--- config.mk ---
export PLATFORM = sky130hd
export DESIGN_NAME = skt_cell
export DESIGN_NICKNAME = d
export VERILOG_FILES = /design/src/hw/rtl/skt_pkg.sv /design/src/hw/rtl/skt_cell.sv
export SDC_FILE = /design/constraint.sdc
export NUM_CORES = 1
export LEC_CHECK = 0
export BUFFER_PORTS_ARGS = -buffer_cell sky130_fd_sc_hd__clkbuf_2
export CAP_MARGIN = 0
export CORE_AREA = 4 4 225 227
export DETAILED_ROUTE_END_ITERATION = 8
export DIE_AREA = 0 0 229 231
export SYNTH_ARGS = -nofsm -noshare
export SYNTH_HDL_FRONTEND = slang
export SYNTH_SLANG_ARGS = --single-unit
--- constraint.sdc ---
create_clock -name clk -period 15.9 [get_ports clk]
set_clock_uncertainty 0.15 [all_clocks]
set_input_delay 3.18 -clock clk [delete_from_list [all_inputs] [get_ports clk]]
set_output_delay 3.18 -clock clk [all_outputs]
set_load 0.01 [all_outputs]
--- src/hw/rtl/skt_pkg.sv ---
// Shared widths, codes and cell control types for the sorted key table.
package skt_pkg;

    localparam int KEY_W       = 16;
    localparam int LABEL_WIDTH = 64;
    localparam int AMT_W       = 32;
    localparam int CMD_W       = 3;
    localparam int STATUS_W    = 2;
    localparam int ENTRIES_W   = 7;

    // Command codes
    localparam logic [CMD_W-1:0] CMD_INSERT = 3'd0;
    localparam logic [CMD_W-1:0] CMD_DELETE = 3'd1;
    localparam logic [CMD_W-1:0] CMD_UPDATE = 3'd2;
    localparam logic [CMD_W-1:0] CMD_SEARCH = 3'd3;
    localparam logic [CMD_W-1:0] CMD_DUMP   = 3'd4;

    // Status codes
    localparam logic [STATUS_W-1:0] ST_OK        = 2'd0;
    localparam logic [STATUS_W-1:0] ST_NOT_FOUND = 2'd1;
    localparam logic [STATUS_W-1:0] ST_DUPLICATE = 2'd2;
    localparam logic [STATUS_W-1:0] ST_FULL      = 2'd3;

    localparam logic signed [AMT_W-1:0] AMT_MAX = 32'sh7FFF_FFFF;
    localparam logic signed [AMT_W-1:0] AMT_MIN = 32'sh8000_0000;

    // Operation broadcast to every cell of the chain
    typedef enum logic [2:0] {
        OP_NONE,
        OP_INSERT,
        OP_DELETE,
        OP_UPDATE,
        OP_ROTATE
    } tbl_op_t;

    typedef struct packed {
        tbl_op_t op;
        logic    capture;
    } cell_ctrl_t;

endpackage

--- src/hw/rtl/skt_cell.sv ---
// One table slot: holds an entry, compares it with the request key, shifts with neighbors.
module skt_cell import skt_pkg::*; #(
    parameter int LABEL_W = 64
) (
    input  logic                    clk,
    input  logic                    rst_n,
    input  cell_ctrl_t              ctrl,
    input  logic [KEY_W-1:0]        cmp_key,
    input  logic                    occ,
    input  logic                    tail,
    input  logic                    prev_less,
    input  logic [KEY_W-1:0]        new_key,
    input  logic [LABEL_W-1:0]      new_label,
    input  logic signed [AMT_W-1:0] new_amount,
    input  logic [KEY_W-1:0]        prev_key,
    input  logic [LABEL_W-1:0]      prev_label,
    input  logic signed [AMT_W-1:0] prev_amount,
    input  logic [KEY_W-1:0]        next_key,
    input  logic [LABEL_W-1:0]      next_label,
    input  logic signed [AMT_W-1:0] next_amount,
    input  logic [KEY_W-1:0]        head_key,
    input  logic [LABEL_W-1:0]      head_label,
    input  logic signed [AMT_W-1:0] head_amount,
    output logic [KEY_W-1:0]        key,
    output logic [LABEL_W-1:0]      label,
    output logic signed [AMT_W-1:0] amount,
    output logic                    match,
    output logic                    less
);

    logic [KEY_W-1:0]        key_reg,    key_next;
    logic [LABEL_W-1:0]      label_reg,  label_next;
    logic signed [AMT_W-1:0] amount_reg, amount_next;
    logic                    match_reg,  match_next;
    logic                    less_reg,   less_next;

    // Compare the held key against the incoming request key
    always_comb
    begin
        match_next = match_reg;
        less_next  = less_reg;
        if (ctrl.capture)
        begin
            match_next = occ && (key_reg == cmp_key);
            less_next  = occ && (key_reg < cmp_key);
        end
    end

    // Select where the entry comes from for this cycle
    always_comb
    begin
        key_next    = key_reg;
        label_next  = label_reg;
        amount_next = amount_reg;
        unique case (ctrl.op)
            OP_INSERT:
            begin
                // First slot at or above the new key takes it, the rest move up
                if (!less_reg)
                begin
                    if (prev_less)
                    begin
                        key_next    = new_key;
                        label_next  = new_label;
                        amount_next = new_amount;
                    end
                    else
                    begin
                        key_next    = prev_key;
                        label_next  = prev_label;
                        amount_next = prev_amount;
                    end
                end
            end
            OP_DELETE:
            begin
                // Slots at or above the removed key move down
                if (!less_reg)
                begin
                    key_next    = next_key;
                    label_next  = next_label;
                    amount_next = next_amount;
                end
            end
            OP_UPDATE:
            begin
                if (match_reg)
                begin
                    label_next  = new_label;
                    amount_next = new_amount;
                end
            end
            OP_ROTATE:
            begin
                // Rotate occupied slots down by one, head wraps to the tail
                if (occ)
                begin
                    if (tail)
                    begin
                        key_next    = head_key;
                        label_next  = head_label;
                        amount_next = head_amount;
                    end
                    else
                    begin
                        key_next    = next_key;
                        label_next  = next_label;
                        amount_next = next_amount;
                    end
                end
            end
            default:
            begin
                key_next = key_reg;
            end
        endcase
    end

    always_ff @(posedge clk or negedge rst_n)
    begin
        if (!rst_n)
        begin
            match_reg <= 1'b0;
            less_reg  <= 1'b0;
        end
        else
        begin
            match_reg <= match_next;
            less_reg  <= less_next;
        end
    end

    always_ff @(posedge clk)
    begin
        key_reg    <= key_next;
        label_reg  <= label_next;
        amount_reg <= amount_next;
    end

    assign key    = key_reg;
    assign label  = label_reg;
    assign amount = amount_reg;
    assign match  = match_reg;
    assign less   = less_reg;

endmodule

==> impl_metrics.yaml <==
detailed_routing:
  routedWlPerCell_um: 20.0
  route.vias.total: 8229
  drc: 0
  drtAntennaViolNets: 0
  drt_iter0_drc: 472
  vias_per_cell: 4.43
  totalWireLength_um: 37200
  dr.pass1.iters: 5
sta:
  hold_viol_final: 0
  fin_crit_sh_pct: 34.4
  min_period_ns: 5.46
  setup_viol: 0
  worst_slack_ns: 10.44
  maxSlewViolCount: 0
  relSlewSlack_pct: 16.4
  fmax_mhz: 183
  rsz0062_at_grt: "no"
  timing.setup.tns_ns: 0
  worst_slew_pin_slew_ns: 1.25
logic_synthesis:
  synth_top_flop_cell: "edfxtp_1"
  ys_ff_latch: 114
  synth_top_area_share_pct: 48.1
  ys_seq_area_share_pct: 48.8
  synth_top_cell_by_area: "edfxtp_1"
  synth_edf_count: 112
  syn-cell-area_um2: 6990
  synth_fp_nets: 1155
  syn-mean-instance-area_um2: 10.5
  syn_inst: 666
  synthArstFlopShare_pct: 1.75
  ys_warn_count: 0
  synth_cell_types: 42
  synthTopCellsByArea: "edfxtp_1, a22oi_1, mux2i_1"
worst_setup_path:
  arrival_ns: 5.63
  crit_path_max_fanout: 54
  critical_path.top_delay_family: "simple AND/OR/NAND/NOR gates"
  cp_slowest_stage_delay_ns: 0.65
  ff2ff_setup_slack_ns: 13.58
  path_cells: "clkbuf_2 -> nor3b_2 -> and2_4 -> buf_4 -> a22oi_1 -> nand2_1"
  critPathLaunchType: "input port"
  cp-end-kind: "flip-flop"
  slowest_stage: "buf_4"
  critPathRequiredTime_ns: 16.06
  cp_num_buf_inv: 2
  path_class: "in2reg"
clocking:
  clock-sinks: 114
  cts_tree: "built"
  clockBufferDepth: 2
  post_cts_buffers: 0
  cts-htree-levels: 4
  worstSkewPairLatency_ns: 0.46
  cts.hold.buffers_added: 0
  cts.clk_slew.worst_paths_ns: 0.05
  root_buffer: "clkbuf_16"
  cts_made_buffers: 17
  cts-resized-gates: 0
placement:
  hpwl_um: 30300
  io_buffers: 586
  placed_cell_area_um2: 10500
  globalplace.congestion: 0.962
  place_ws_ns: 9.97
min_path:
  hp-class: "reg2reg"
power:
  ir_worst_vdd_uv: 63.3
  cellLeakagePower_nw: 5.24
  powerDensity_nw_per_um2: 90.5
status:
  outcome: "completed"
global_route:
  grt_util_all_layers_pct: 13.4
  grt_pass1_vias: 8631
  antenna_found_initial: 2
  grt.overflow.total: 0
  grt_pass1_wl_um: 52800
  grt_max_degree: 62
cells_and_area:
  multi_input_area_um2: 3260
  seq_area_um2: 3410
  area_growth_pct: 59.1
  layout_common_cells: "clkbuf_2, nand2_1, a22oi_1"
  layout-drive-gt1-share_pct: 51.7
  fin_area_um2: 11100
  fillers: 5347
  final_common_cell: "clkbuf_2"
  nets: 1712
  largest_reg_flops: 64
floorplan:
  dieArea_um2: 52900
  initial_utilization_pct: 14.4
  rows: 81
  die_h_um: 231
  die_w_um: 229
  coreArea_um2: 48600
  boundaryPins: 587
job:
  drv_cap: 0
[final timing paths]
check,start,end,cells past startpoint
min in group asynchronous,rst_n,less,1
worst min register to register,match,match,2
worst max register to register,less,label[5],5
worst min-delay path,match,match,2
worst max-delay path,ctrl[1],label[8],6
max in group asynchronous,rst_n,match,1
[synthesized netlist by cell type (2+ instances only)]
cell and count:
and2_1 2, nand4_1 4, inv_1 20, mux2_2 6, nor2b_1 3, nand2_1 129
a32oi_1 35, a221o_1 16, mux2i_1 51, a21o_1 3, buf_4 3, buf_2 34
buf_6 4, edfxtp_1 112, dfrtp_1 2, ha_1 16, nor3_1 2, clkbuf_1 16
a22oi_1 122, o21ai_1 36, a21oi_1 6, nor2_1 17, o21ai_0 8
[report_power, final]
| group | internal, mW | switching (mW) | total (mW) |
|---|---|---|---|
| Combinational | 0.0991 | 0.126 | 0.225 |
| Clock | 0.258 | 0.145 | 0.403 |
| Sequential | 0.367 | 0.0118 | 0.379 |
[logic make-up (layout without fill, tap and decap cells)]
group                      Yosys count  after routing  synth area share (%)
muxes                               57             57                  8.27
and+or+nand+nor                    166            166                  9.77
other                                0              1                     0
DFF                                114            114                  48.8
AOI/OAI and AO/OA                  235            235                  24.8
adders and majority gates           16             16                  2.86
buffers and inverters               77            646                  5.33
xor gates and xnor gates             1              1                 0.125
[through the flow]
stage	utilization, %	hold slack (ns)	power (mW)	std cells
floorplan	-	0.422	0.489	666
global placement	21.6	0.528	0.608	1826
detailed placement	21.6	0.542	0.612	1826
CTS	22.9	0.552	1.03	1857
global route	22.9	0.606	1.06	1857
finish	22.9	0.527	1.01	1858
[routing by layer]
layer / vias up / GRT usage (%) / wire length (µm)
li1: 3744 / - / -
met4: 0 / 5.00 / 986
met1: 3911 / 15.7 / 15000
met3: 55 / 4.36 / 3100
met5: - / 0 / 0
met2: 519 / 23.0 / 18100
[tightest hold or removal path: stages, from the launching register on]
cell	delay, ns
dfrtp_1	0.47
inv_1	0.08
o21ai_0	0.08
[layout make-up]
cell class | instances | area share (%)
inverters | 20 | 0.675
clock buffers | 19 | 3.89
flip-flops and latches | 114 | 30.7
clock inverters | 12 | 1.48
multi-input cells | 475 | 29.3
well taps | 622 | 7.00
diodes | 1 | 0.0225
repair buffers | 595 | 27.0
Power figures use the tool's default switching activity.
